`src/hdl/ipe_pkg.sv`:
```
// ----------------------------------------------------------------------------
// ipe_pkg: shared types and codes of the indexed pixel palette expander
// Holds the queue entry layout, the resolved configuration bundle and the
// operation, register and pixel depth codes.
// ----------------------------------------------------------------------------
package ipe_pkg;

  // Operation codes of an input transaction.
  localparam logic OP_PALETTE = 1'b0;
  localparam logic OP_PIXEL   = 1'b1;

  // Configuration register indexes.
  localparam logic [1:0] REG_BPP_CODE      = 2'd0;
  localparam logic [1:0] REG_PALETTE_COUNT = 2'd1;
  localparam logic [1:0] REG_IMAGE_WIDTH   = 2'd2;
  localparam logic [1:0] REG_IMAGE_HEIGHT  = 2'd3;

  // Pixel depth codes.
  localparam logic [1:0] BPP_1 = 2'd0;
  localparam logic [1:0] BPP_2 = 2'd1;
  localparam logic [1:0] BPP_4 = 2'd2;
  localparam logic [1:0] BPP_8 = 2'd3;

  // Depth of the queue between front and back.
  localparam int QUEUE_DEPTH = 4;

  // Configuration after saturation into legal ranges.
  typedef struct packed {
    logic [1:0] code;
    logic [8:0] pal_count;
    logic [8:0] width;
    logic [8:0] height;
  } ipe_cfg_t;

  // One classified transaction on its way to the back end.
  typedef struct packed {
    logic        op;
    logic [7:0]  pal_index;
    logic [23:0] pal_bgr;
    logic [7:0]  pixel_byte;
    logic [7:0]  mask_bits;
    logic [3:0]  num_pixels;
    logic [7:0]  base_x;
    logic [7:0]  dest_row;
    logic        last_row;
  } ipe_entry_t;

endpackage

```
`src/hdl/ipe_queue.sv`:
```
// ----------------------------------------------------------------------------
// ipe_queue: small show-ahead queue between front and back
// Register based; the head entry is visible while the queue is not empty.
// ----------------------------------------------------------------------------
module ipe_queue
  import ipe_pkg::*;
#(
  parameter int DEPTH = 4
) (
  input  logic       clk,
  input  logic       rst,
  input  logic       push,
  input  ipe_entry_t push_entry,
  output logic       full,
  input  logic       pop,
  output logic       head_valid,
  output ipe_entry_t head_entry
);

  localparam int PW = (DEPTH > 1) ? $clog2(DEPTH) : 1;
  localparam int CW = $clog2(DEPTH + 1);

  ipe_entry_t        slots [DEPTH];
  logic [PW-1:0]     wptr, rptr;
  logic [CW-1:0]     count;

  assign full       = count == CW'(DEPTH);
  assign head_valid = count != '0;
  assign head_entry = slots[rptr];

  always_ff @(posedge clk) begin
    if (push) begin
      slots[wptr] <= push_entry;
    end
  end

  always_ff @(posedge clk) begin
    if (rst) begin
      wptr  <= '0;
      rptr  <= '0;
      count <= '0;
    end else begin
      if (push) begin
        wptr <= (wptr == PW'(DEPTH - 1)) ? '0 : wptr + PW'(1);
      end
      if (pop) begin
        rptr <= (rptr == PW'(DEPTH - 1)) ? '0 : rptr + PW'(1);
      end
      unique case ({push, pop})
        2'b10:   count <= count + CW'(1);
        2'b01:   count <= count - CW'(1);
        default: count <= count;
      endcase
    end
  end

endmodule

```
`config.mk`:
```
export PLATFORM = sky130hd
export DESIGN_NAME = ipe_queue
export DESIGN_NICKNAME = d
export VERILOG_FILES = /design/src/hdl/ipe_pkg.sv /design/src/hdl/ipe_queue.sv
export SDC_FILE = /design/constraint.sdc
export NUM_CORES = 1
export LEC_CHECK = 0
export BUFFER_PORTS_ARGS = -buffer_cell sky130_fd_sc_hd__buf_2
export CORE_UTILIZATION = 28
export CTS_BUF_LIST = sky130_fd_sc_hd__clkbuf_4 sky130_fd_sc_hd__clkbuf_8
export CTS_CLUSTER_SIZE = 16
export DETAILED_ROUTE_END_ITERATION = 16
export PLACE_DENSITY = 0.46
export RECOVER_POWER = 25
export SYNTH_ARGS = -nofsm -noshare
export SYNTH_HDL_FRONTEND = slang
export SYNTH_SLANG_ARGS = --single-unit
```
`constraint.sdc`:
```
create_clock -name clk -period 3 [get_ports clk]
set_input_delay 0.9 -clock clk [delete_from_list [all_inputs] [get_ports clk]]
set_output_delay 0.9 -clock clk [all_outputs]
set_load 0.1 [all_outputs]
```
# After elaboration in Yosys (flattened, before gate mapping)
# Memories as Yosys holds them, arrays and structs flattened. A register that Yosys moved wholly into a read port is not among the register bits.
# Cells that the tools add are included.
totals:
  reg_bits: 7
  ram_bits: 280
  output_inout_bits: 72
  memories: 1
classes:
  addsub: 4
  n_eq_ne: 5
  n_mux: 7
  reduce_logical: 2
memory_table:
  columns: ["name", "depth", "width", "rd", "rd_ports_with_merged_regs", "wr", "line", "text"]
  rows:
  - ["slots", 4, 70, 1, 1, 1, "ipe_queue.sv:23", "ipe_entry_t slots [DEPTH];"]
op_table:
  columns: ["cell", "n"]
  rows:
  - ["2-to-1 mux 2 bit", 4]
  - ["== test 2 bit, second input constant", 3]
  - ["one-hot mux 3 bit (2 select lines)", 1]
  - ["adder 2 x 1 -> 2 bit, second input constant", 2]
  - ["adder 3 x 1 -> 3 bit, second input constant", 1]
  - ["== test 3 bit, second input constant", 1]
  - ["nonzero test 3 bit", 1]
  - ["subtractor 3 x 1 -> 3 bit, second input constant", 1]
  - ["== test 2 x 1 -> 1 bit, second input constant", 1]
  - ["2-to-1 mux 1 bit", 2]
  - ["nonzero test 2 bit", 1]

# Longest topological paths before layout
logic_depth:
  depth_word: 4
  ltp_mapped: 7
  ltp_nobuf: 7

# Least setup slack after synthesis
# OpenSTA, ideal clock, no wires.
synth_timing:
  path_type: "input -> register"
  start: "in push"
  end: "mem slots[0][0] in the netlist's numbering (enable)"
  arrival_time_ns: 2.540
  required_time_ns: 2.565
  slack_ns: 0.024
  path_stages: 1
  path_buffers: 0
  path_cell_list: "and2_1"
synth_via:
  elab_chain_len: 2
synth_rtl:
  columns: ["item", "line", "text"]
  rows:
  - ["start, declared", "ipe_queue.sv:12", "input logic push,"]
  - ["2-to-1 mux 1 bit", "ipe_queue.sv:32", "if (push) begin"]
  - ["2-to-1 mux 1 bit (implied by the code)", "ipe_queue.sv:33", "slots[wptr] <= push_entry;"]
  - ["end, declared", "ipe_queue.sv:23", null]
# Every way passes these cells.

==> impl_results.md <==
* Status: completed
* Synthesized flop and latch total at 289
* Via density at 4.29
* Most common cell in the synthesized netlist: edfxtp_1
* CP arrival at 2.08 ns
* Commonest cells post-synth: 280 x edfxtp_1, 70 x mux4_2, 9 x dfxtp_1
* DRT iter0 DRCs at 179
* Worst setup SP type: register
* Syn. warnings at 0
* Final Cycle Share at 0.994
* Top FF cell, synth: edfxtp_1
* Mean Syn Cell Area at 25.7 um2
* Max Clk Rate at 0.335 GHz
* CP top delay family: multiplexers
* Largest net degree at the start of global routing at 47
* Cts hold-fix bufs at 0
* I/O pin cnt at 146
* Metal2 WL at 11.4 mm
* Pwr Density at 727 nW/um2
* EDFF count, synth at 280
* Diodes inserted at 0
* Clock sinks at approximately 290
* Gpl congestion at 0.673
* Overflow after GRT at 0
* # DRC at 0
* CTS Buffer Depth at 3
* Share of cells above drive strength 1 at 0.434
* CP max-delay cell: mux4_2
* CTS root buf: clkbuf_8
* Initial Utilization at 0.287
* Crit-path max FO at 8
* Ranking of synthesized cells by area: edfxtp_1 79%, mux4_2 15%, dfxtp_1 1.7%
* Stages on worst setup path at 3
* Power Total at around 10 mW
* Post-layout min period at 2.98 ns
* Required time of the critical path at 2.10 ns
* DR top layer: met5
* Crit-path cells: bufbuf_16, mux4_2, buf_6
* # setup viols final at 0
* CP max stage delay at 0.54 ns
* Post-Place Cells at 1059
* Max Cap Viol at 0
* WHS at 0.535 ns
* Routed length on met3 at 1.37 mm
* Hold WC Path Type: in2reg
* R2r worst-path depth at 5
* Layout area overhead at 29.5%
* Synth Cell Area at 10600 um2
* Total number of vias at 4974
* Critical Path End: head_entry[5]
* RSZ-0062 raised after global routing: true
* R2R setup slack at 1.37 ns
* Post-Syn Instances at slightly above 400
* Clock skew at 0.0116 ns
* CORE AREA at around 37000 um2
* Clk slew on worst S/H paths at 0.06 ns
* Hold Startpoint: push_entry[15]
* GR Util All Layers at 0.118
* Register area share after synthesis at 0.808
* Post-synth net total at 495
* Async S/R FF share, synth at 0
* Die H at 197 um
* Avg WL per Cell at 19.5 um
* Worst VDD drop at approximately 0.47 mV
* Worst Setup End Kind: output port
* Nets at 699
* M1 wire length at between 9 and 10 mm
* Num rows at 70
* R2r endpoint: count[2]
* Yosys top cell by area: edfxtp_1
* Synth cell types at 19
* Routed Antenna Nets at 0
* Top-area cell type share of the netlist area at 0.791
* Die area at 38700 um2
* Final HPWL DP at ~12 mm
* Worst r2r src: count[1]
* Final Slew Violations at 0
* Slew margin rel. at 0.649
* Clk_lat worst skew at 0.58 ns
* First-pass GRT wire length at approximately 33 mm
* Bufs and invs on worst path at 2
* WL final at 22.6 mm
* Router iterations before antenna repair at 4
* Layout Cells excl Fill at 1159
* Total CTS buffers at 48
* Antenna violations before repair at 2
* Final count of hold timing violations at 0
* TritonCTS clock tree: built
* Number of global-route vias before repair at 5676
* H-tree Lvls at 2
* Slew @ Worst Pin at between 0.5 and 0.6 ns
* PortBufs at 145
* Static leakage at 4.56 nW
* Crit Path Category: reg2out
* Width of the die at 197 um
repair_timing:
item | CTS | global route
resized for setup | 146 | 21
setup endpoints to repair | 70 | 62
setup buffers | 2 | 2
gates cloned | 5 | 4
layer usage:
layer,vias to the layer above,track usage
met1,2593,0.139
met5,-,0
met4,4,0.0568
met2,146,0.199
li1,2182,-
met3,49,0.0342
layout make-up:
class                           instances  area, um2
Fill cell                            3449      23200
Clock inverter                         22        161
Multi-Input combinational cell        102       1830
Sequential cell                       289       8600
Clock buffer                           65        807
Tap cell                              504        631
Timing Repair Buffer                  170       1710
Inverter                                7       26.3
where the power goes:
part | leakage [nW] | switching (mW) | internal, mW
combinational | 1.40 | 1.34 | 0.579
clock | 0.508 | 1.52 | 1.92
sequential | 2.65 | 0.0407 | 4.60
total | 4.56 | 2.91 | 7.10
worst reg2reg max path, delay by kind of cell (launching register included):
family                   cells  cell delay, ns
buffers and inverters        1            0.08
flip-flops                   1            0.35
adder cells (fa/ha/maj)      1            0.44
AO/OA/AOI/OAI                1            0.18
XOR/XNOR                     1            0.19
AND/OR/NAND/NOR              1            0.32
stage by stage:
step / setup WS [ns] / utilization / cell area [um2] / TNS, ns
6_report: 0.0192 / 0.372 / 13800 / 0
5_1_grt: -0.0766 / 0.372 / 13800 / -2.87
2_1_floorplan: 0.0243 / - / 10600 / 0
4_1_cts: -0.0978 / 0.368 / 13600 / -3.67
3_3_place_gp: 0.509 / 0.325 / 12000 / 0
3_5_place_dp: 0.475 / 0.325 / 12000 / 0
layout by cell type (no fill, tap or decap):
| cell type | count |
|---|---|
| clkinvlp_4 | 3 |
| clkbuf_4 | 14 |
| clkinv_2 | 8 |
| ha_1 | 6 |
| bufinv_16 | 2 |
| and3_1 | 1 |
| fa_1 | 1 |
| clkinv_1 | 8 |
| mux4_2 | 70 |
| clkinv_4 | 1 |
| buf_12 | 15 |
| o21ai_0 | 1 |
| or3_1 | 2 |
| xor2_1 | 2 |
| nor3b_1 | 2 |
| edfxtp_1 | 280 |
| buf_2 | 34 |
| and2_4 | 4 |
| buf_8 | 10 |
| clkbuf_1 | 41 |
| buf_4 | 3 |
| buf_6 | 57 |
| a21oi_1 | 4 |
| inv_1 | 7 |
| clkbuf_16 | 3 |
| nor2_1 | 7 |
| dfxtp_1 | 7 |
| dfxtp_4 | 2 |
| clkbuf_8 | 51 |
| buf_16 | 6 |
| bufbuf_16 | 1 |
| mux2i_1 | 2 |
kinds of logic after synthesis:
family                   synth area share
flip-flops                          0.808
multiplexers                        0.150
buffers and inverters              0.0204
AND/OR/NAND/NOR                   0.00801
adder cells (fa/ha/maj)           0.00895
AO/OA/AOI/OAI                     0.00236
XOR/XNOR                          0.00165
how the worst min path moves through the flow:
stage	slack [ns]	to	depth (start not counted)
after floorplan	0.46	count[2]	2
after global placement	0.47	count[2]	2
after detailed placement	0.53	count[1]	2
after CTS	0.45	slots[2][34]	1
after global routing	0.49	slots[0][15]	1
final	0.54	slots[0][15]	1
sequential cells by signal (all words and copies together), names as in the netlist, named ones only:
signal and cells:
wptr 2, slots 280, rptr 2, count 3
Power figures use the tool's default switching activity.
