===== src/hdl/ipe_pkg.sv =====
// ----------------------------------------------------------------------------
// ipe_pkg: shared types and codes of the indexed pixel palette expander
// Holds the queue entry layout, the resolved configuration bundle and the
// operation, register and pixel depth codes.
// ----------------------------------------------------------------------------
package ipe_pkg;

  // Operation codes of an input transaction.
  localparam logic OP_PALETTE = 1'b0;
  localparam logic OP_PIXEL   = 1'b1;

  // Configuration register indexes.
  localparam logic [1:0] REG_BPP_CODE      = 2'd0;
  localparam logic [1:0] REG_PALETTE_COUNT = 2'd1;
  localparam logic [1:0] REG_IMAGE_WIDTH   = 2'd2;
  localparam logic [1:0] REG_IMAGE_HEIGHT  = 2'd3;

  // Pixel depth codes.
  localparam logic [1:0] BPP_1 = 2'd0;
  localparam logic [1:0] BPP_2 = 2'd1;
  localparam logic [1:0] BPP_4 = 2'd2;
  localparam logic [1:0] BPP_8 = 2'd3;

  // Depth of the queue between front and back.
  localparam int QUEUE_DEPTH = 4;

  // Configuration after saturation into legal ranges.
  typedef struct packed {
    logic [1:0] code;
    logic [8:0] pal_count;
    logic [8:0] width;
    logic [8:0] height;
  } ipe_cfg_t;

  // One classified transaction on its way to the back end.
  typedef struct packed {
    logic        op;
    logic [7:0]  pal_index;
    logic [23:0] pal_bgr;
    logic [7:0]  pixel_byte;
    logic [7:0]  mask_bits;
    logic [3:0]  num_pixels;
    logic [7:0]  base_x;
    logic [7:0]  dest_row;
    logic        last_row;
  } ipe_entry_t;

endpackage


===== src/hdl/ipe_front.sv =====
// ----------------------------------------------------------------------------
// ipe_front: input acceptance and classification
// Tracks the source byte position, drops pad bytes and works out how many
// pixels each byte yields and where they land.
// ----------------------------------------------------------------------------
module ipe_front
  import ipe_pkg::*;
(
  input  logic        clk,
  input  logic        rst,
  input  ipe_cfg_t    cfg,
  input  logic        in_valid,
  output logic        in_stall,
  input  logic        op,
  input  logic [7:0]  palette_index,
  input  logic [23:0] palette_bgr,
  input  logic [7:0]  pixel_byte,
  input  logic [7:0]  mask_bits,
  input  logic        q_full,
  output logic        q_push,
  output ipe_entry_t  q_entry
);

  logic [8:0]  byte_in_row, byte_in_row_next;
  logic [7:0]  source_row, source_row_next;
  logic        accept;
  logic        row_wrap;
  logic [7:0]  row_eff;
  logic [8:0]  byte_pre;
  logic [8:0]  byte_eff;
  logic [11:0] row_bits;
  logic [6:0]  row_words;
  logic [8:0]  stride;
  logic [11:0] x_base;
  logic [11:0] remain;
  logic [3:0]  per_byte;
  logic [3:0]  num_pixels;
  logic [8:0]  height_m1;
  logic [8:0]  row_inc;

  assign in_stall = q_full;
  assign accept   = in_valid && !q_full;

  always_comb begin
    row_bits  = 12'(cfg.width) << cfg.code;
    row_words = 7'((row_bits + 12'd31) >> 5);
    stride    = {row_words, 2'b00};

    row_wrap = {1'b0, source_row} >= cfg.height;
    row_eff  = row_wrap ? 8'd0 : source_row;
    byte_pre = row_wrap ? 9'd0 : byte_in_row;
    byte_eff = (byte_pre >= stride) ? 9'd0 : byte_pre;

    per_byte = 4'd8 >> cfg.code;
    x_base   = 12'(byte_eff) << (2'd3 - cfg.code);
    remain   = 12'(cfg.width) - x_base;
    if (x_base >= 12'(cfg.width)) begin
      num_pixels = 4'd0;
    end else if (remain >= 12'(per_byte)) begin
      num_pixels = per_byte;
    end else begin
      num_pixels = remain[3:0];
    end

    height_m1 = cfg.height - 9'd1;
    row_inc   = {1'b0, row_eff} + 9'd1;

    byte_in_row_next = byte_in_row;
    source_row_next  = source_row;
    if (accept && op == OP_PIXEL) begin
      if (byte_eff + 9'd1 >= stride) begin
        byte_in_row_next = 9'd0;
        source_row_next  = (row_inc >= cfg.height) ? 8'd0 : row_inc[7:0];
      end else begin
        byte_in_row_next = byte_eff + 9'd1;
        source_row_next  = row_eff;
      end
    end
  end

  always_comb begin
    q_entry.op         = op;
    q_entry.pal_index  = palette_index;
    q_entry.pal_bgr    = palette_bgr;
    q_entry.pixel_byte = pixel_byte;
    q_entry.mask_bits  = mask_bits;
    q_entry.num_pixels = num_pixels;
    q_entry.base_x     = x_base[7:0];
    q_entry.dest_row   = 8'(height_m1 - {1'b0, row_eff});
    q_entry.last_row   = {1'b0, row_eff} == height_m1;
  end

  // Pixel bytes that yield no pixel are consumed here.
  assign q_push = accept && (op == OP_PALETTE || num_pixels != 4'd0);

  always_ff @(posedge clk) begin
    if (rst) begin
      byte_in_row <= 9'd0;
      source_row  <= 8'd0;
    end else begin
      byte_in_row <= byte_in_row_next;
      source_row  <= source_row_next;
    end
  end

endmodule


===== config.mk =====
export PLATFORM = sky130hd
export DESIGN_NAME = ipe_front
export DESIGN_NICKNAME = d
export VERILOG_FILES = /design/src/hdl/ipe_pkg.sv /design/src/hdl/ipe_front.sv
export SDC_FILE = /design/constraint.sdc
export NUM_CORES = 1
export LEC_CHECK = 0
export BUFFER_PORTS_ARGS = -buffer_cell sky130_fd_sc_hd__buf_4
export CAP_MARGIN = 10
export CORE_ASPECT_RATIO = 1.2
export CORE_MARGIN = 2
export CORE_UTILIZATION = 28
export CTS_CLUSTER_SIZE = 40
export DETAILED_ROUTE_END_ITERATION = 10
export GPL_TIMING_DRIVEN = 0
export HOLD_SLACK_MARGIN = 0.05
export PLACE_DENSITY = 0.53
export SLEW_MARGIN = 20
export SYNTH_ARGS = -nofsm -noshare
export SYNTH_HDL_FRONTEND = slang
export SYNTH_SLANG_ARGS = --single-unit

===== constraint.sdc =====
create_clock -name clk -period 19 [get_ports clk]
set_clock_uncertainty 0.1 [all_clocks]
set_input_delay 1.9 -clock clk [delete_from_list [all_inputs] [get_ports clk]]
set_output_delay 1.9 -clock clk [all_outputs]
set_load 0.02 [all_outputs]

# After elaboration in Yosys (flattened, before gate mapping)
# Cells that the tools add are included.
[classes]
addsub = 7
n_lt_le_gt_ge = 6
n_eq_ne = 1
n_shift = 3
muxes = 8
n_bitwise = 1
reduce_logical = 6
[ops]
columns = ["op", "n"]
rows = [
  [">= comparator 9 bit", 3],
  ["two-way mux 9 bit", 3],
  ["two-way mux 8 bit", 3],
  ["<< shifter 9 x 2 -> 12 bit", 2],
  ["adder 12 x 5 -> 12 bit (second input constant)", 1],
  [">= comparator 12 x 4 -> 1 bit", 1],
  [">= comparator 12 x 9 -> 1 bit", 1],
  ["subtractor 9 x 12 -> 12 bit", 1],
  ["adder 8 x 1 -> 9 bit (second input constant)", 1],
  ["adder 9 x 1 -> 9 bit (second input constant)", 1],
  ["equality test 8 x 9 -> 1 bit", 1],
  [">= comparator 8 x 9 -> 1 bit", 1],
  ["subtractor 9 x 1 -> 9 bit (second input constant)", 1],
  ["two-way mux 4 bit", 2],
  ["subtractor 8 bit", 1],
  ["nonzero test 4 bit", 1],
  ["right shift 4 x 2 -> 4 bit (first input constant)", 1],
  ["logical AND 1 bit", 3],
  ["subtractor 2 bit (first input constant)", 1],
  ["zero test 1 bit", 1],
  ["logical OR 1 bit", 1],
  ["NOT 1 bit", 1],
]
[word_totals]
register_bits = 17
inputBits = 82
out_inout_bits = 72
word_cells = 34

# Logic depth before layout (Yosys ltp)
[logic_depth]
ltp_word = 12
mapped_depth = 31
depth_no_buf = 29

# Least setup slack after synthesis
# Ideal clock, no wire load.
[synth_path]
path_kind = "input -> output"
startpoint = "input port cfg[27] (netlist name)"
endpoint = "output port q_entry[19] (netlist name)"
t_arrival_ns = 7.975
t_required_ns = 17.000
setup_slack_ns = 9.025
path_stages = 31
path_buffers = 3
cell_sequence = "buf_2 buf_2 buf_2 mux2i_1 a21oi_1 inv_1 or3_1 nor3_1 mux2i_1 a32o_1 nand2_1 ha_1 a21oi_1 o21ai_0 a21o_1 nor2_1 nand2_1 inv_1 mux2i_1 o22ai_1 inv_1 ha_1 nor2b_1 o21ai_0 nor2b_1 a41oi_1 or2_4 a32oi_1 nand3_1 nor3_4 mux2i_1"
[synth_rtl]
columns = ["element", "line_no", "rtl"]
rows = [
  ["start: declaration", "ipe_front.sv:11", "input ipe_cfg_t cfg,"],
  ["end: declaration", "ipe_front.sv:21", "output ipe_entry_t q_entry"],
]

==> results.py <==
metrics = {
    "layout": {
        "fin_cells": 812,
        "final_layout_size_suffix_gt1_frac": 0.268,
        "n_fill_cell": 1499,
        "seqCellArea_um2": 340,
        "area_growth_pct": 25.2,
        "final_nets": 779,
        "multi_input_area_mm2": 0.00299,
        "n_antenna_cell": 0,
    },
    "synthesis": {
        "yosysSeqAreaShare": 0.0865,
        "synthFlopType": "dfxtp_1",
        "synth.avg_cell_area_um2": 7.22,
        "synth.area.top_cells": "ha_1 (17%), buf_4 (9.5%), dfxtp_1 (8.7%), nand2_1 (4.4%), xnor2_1 (4.0%)",
        "synth_nets": 682,
        "synth_area_mm2": 0.00393,
        "yosys.area.top_type_share": 0.169,
        "synth_edf_count": 0,
        "yosys_warnings": 0,
        "async_flop_share": 0,
        "yosysUniqueCellTypes": 65,
        "yosys.area.top_type": "ha_1",
        "syn_inst": 545,
        "synth_seq_cells": 17,
    },
    "clock_tree": {
        "numCtsBuffers": 3,
        "hold_buffers": 0,
        "clock_latency_ns": 0.25,
        "cts_buffer_depth": 2,
        "cts_resized": 0,
        "clk_pin_slew_ns": 0.05,
        "cts_tree": "yes",
        "cts_root_buf": "clkbuf_16",
        "clkSinkCount": 17,
        "cts_setup_buffers": 0,
        "htree_levels": 1,
    },
    "critical_path": {
        "ff2ff_setup_slack_ns": 11.28,
        "required_ns": 17.00,
        "r2r-end": "source_row[0]",
        "slowest_delay_ns": 0.49,
        "cp-end-kind": "primary output",
        "worstRegToRegCells": 28,
        "worstSetupPathType": "input port to primary output",
        "cp.arrival_ns": 9.42,
        "r2r_start": "source_row[2]",
        "critPathLaunchType": "input port",
        "worstPathMaxFanout": 10,
        "cpMaxStageDelayCell": "clkbuf_1",
        "crit_path_start": "cfg[2]",
        "crit_top_cell": "clkbuf_1",
        "endpoint": "q_entry[17]",
    },
    "grt": {
        "grt_use_total": 0.150,
        "grt_overflow": 0,
        "grt_antenna_before_repair": 0,
        "first_global_vias": 4015,
        "grt_max_degree": 11,
        "grt_pass1_wl_um": 19000,
    },
    "timing": {
        "rsz0062_at_grt": "no",
        "timing.fmax_mhz": 87.6,
        "finalMaxSlewViolations": 0,
        "tns_ns": 0,
        "hold_viol": 0,
        "fin_crit_ns": 11.42,
        "fin_crit_sh": 0.601,
        "worst_pin_slew_ns": 0.979,
        "slew-limit-headroom": 0.341,
        "finalSetupViolCount": 0,
    },
    "floorplan": {
        "die_y_um": 134,
        "start_util": 0.286,
        "die_area_mm2": 0.0150,
        "die_w_um": 112,
        "row_count": 47,
        "num_io_pins": 154,
        "coreArea_mm2": 0.0138,
    },
    "routing": {
        "drt_iter0_drc": 195,
        "wl_per_cell_um": 14.7,
        "finalWirelength_um": 11900,
        "ant_nets": 0,
        "drc": 0,
        "vias": 4165,
        "vias_per_cell": 5.13,
        "dr.pass1.iters": 5,
    },
    "hold_path": {
        "hold_class": "flip-flop to flip-flop",
        "hold_start": "byte_in_row[0]",
    },
    "pwr": {
        "power_density_mw_per_mm2": 36.4,
        "irDropWorstVdd_uv": 27.6,
        "p_leak_uw": 0.00241,
    },
    "placed_design": {
        "io_buffers": 92,
        "post-dp-hpwl_um": 10000,
        "placedCellCount": 808,
        "gp_congestion": 0.855,
    },
    "run_status": {
        "status": "finished, final reports clean",
    },
    "flow_run": {
        "cap_violations": 0,
    },
}
==> metal layers <==
layer  up-vias  part of all wire  GRT usage
met2       154              0.51      0.282
met4         0             0.023     0.0440
met3        23             0.054     0.0176
met5         -                 0          0
met1      1912              0.41      0.179
li1       2076                 -          -
==> Yosys cell counts (all sizes together) (11+ instances only) <==
master	instances
nand2	46
inv	40
a21oi	30
buf	57
nand4	12
o21ai	21
nor3	15
nand3	25
ha	53
xnor2	18
nor2	39
clkbuf	14
dfxtp	17
a21o	17
mux2i	11
xor2	15
==> logic make-up (layout without fill, tap and decap cells) <==
family	count (synthesis)	after routing	share of synthesized area
AND/OR/NAND/NOR	189	189	0.243
flip-flops	17	17	0.0865
multiplexers	18	18	0.0490
AO/OA/AOI/OAI	122	122	0.213
buffers and inverters	111	207	0.156
XOR/XNOR	33	33	0.0735
adder cells (fa/ha/maj)	55	55	0.179
==> final cells by class <==
| type | count | area share |
|---|---|---|
| Tap cell | 171 | 0.0435 |
| Inverter | 40 | 0.0305 |
| Clock inverter | 1 | 0.00102 |
| Buffer | 71 | 0.0938 |
| Sequential cell | 17 | 0.0691 |
| Timing Repair Buffer | 92 | 0.140 |
| Clock buffer | 3 | 0.0153 |
| Multi-Input combinational cell | 417 | 0.607 |
==> power breakdown <==
part / internal [µW] / leakage [µW] / switching (µW)
Sequential: 36.0 / 0.000137 / 0.412
Clock: 28.2 / 0.0000409 / 14.0
Combinational: 44.9 / 0.00223 / 55.5
Total: 109 / 0.00241 / 69.9
==> per-stage QoR <==
step	area (µm²)	total power (µW)	setup slack, ns	util	hold WS (ns)
2_1_floorplan	3930	105	9.02	-	0.356
5_1_grt	4920	191	7.05	0.358	0.455
6_report	4920	179	7.58	0.358	0.402
4_1_cts	4920	180	7.61	0.357	0.399
3_5_place_dp	4840	137	7.66	0.352	0.391
3_3_place_gp	4840	136	7.68	0.352	0.390
==> registers in the layout, indices dropped and copies added, names as in the netlist <==
name	count
byte_in_row	9
source_row	8
==> critical path, delay by kind of cell <==
kind            cells  cell delay, ns
fa+ha+maj           3            0.87
buf+inv             8            2.12
mux                 2            0.57
compound gates      9            2.15
simple gates        8            1.79
==> cells in the final DEF (no fill, tap or decap), types with 17 or more instances in the layout <==
| cell type | n |
|---|---|
| nor2_1 | 39 |
| a21o_1 | 17 |
| nand2_1 | 46 |
| ha_1 | 53 |
| buf_4 | 142 |
| nand3_1 | 25 |
| xnor2_1 | 18 |
| a21oi_1 | 30 |
| inv_1 | 40 |
| o21ai_0 | 20 |
| dfxtp_1 | 17 |
==> worst min path at each step <==
stage,to,slack (ns),cells past startpoint
5_1_grt,source_row[0],0.45,2
4_1_cts,byte_in_row[0],0.40,2
3_3_place_gp,byte_in_row[0],0.39,2
6_report,byte_in_row[0],0.40,2
2_1_floorplan,byte_in_row[0],0.36,2
3_5_place_dp,byte_in_row[0],0.39,2
(Power assumes the default switching activity.)
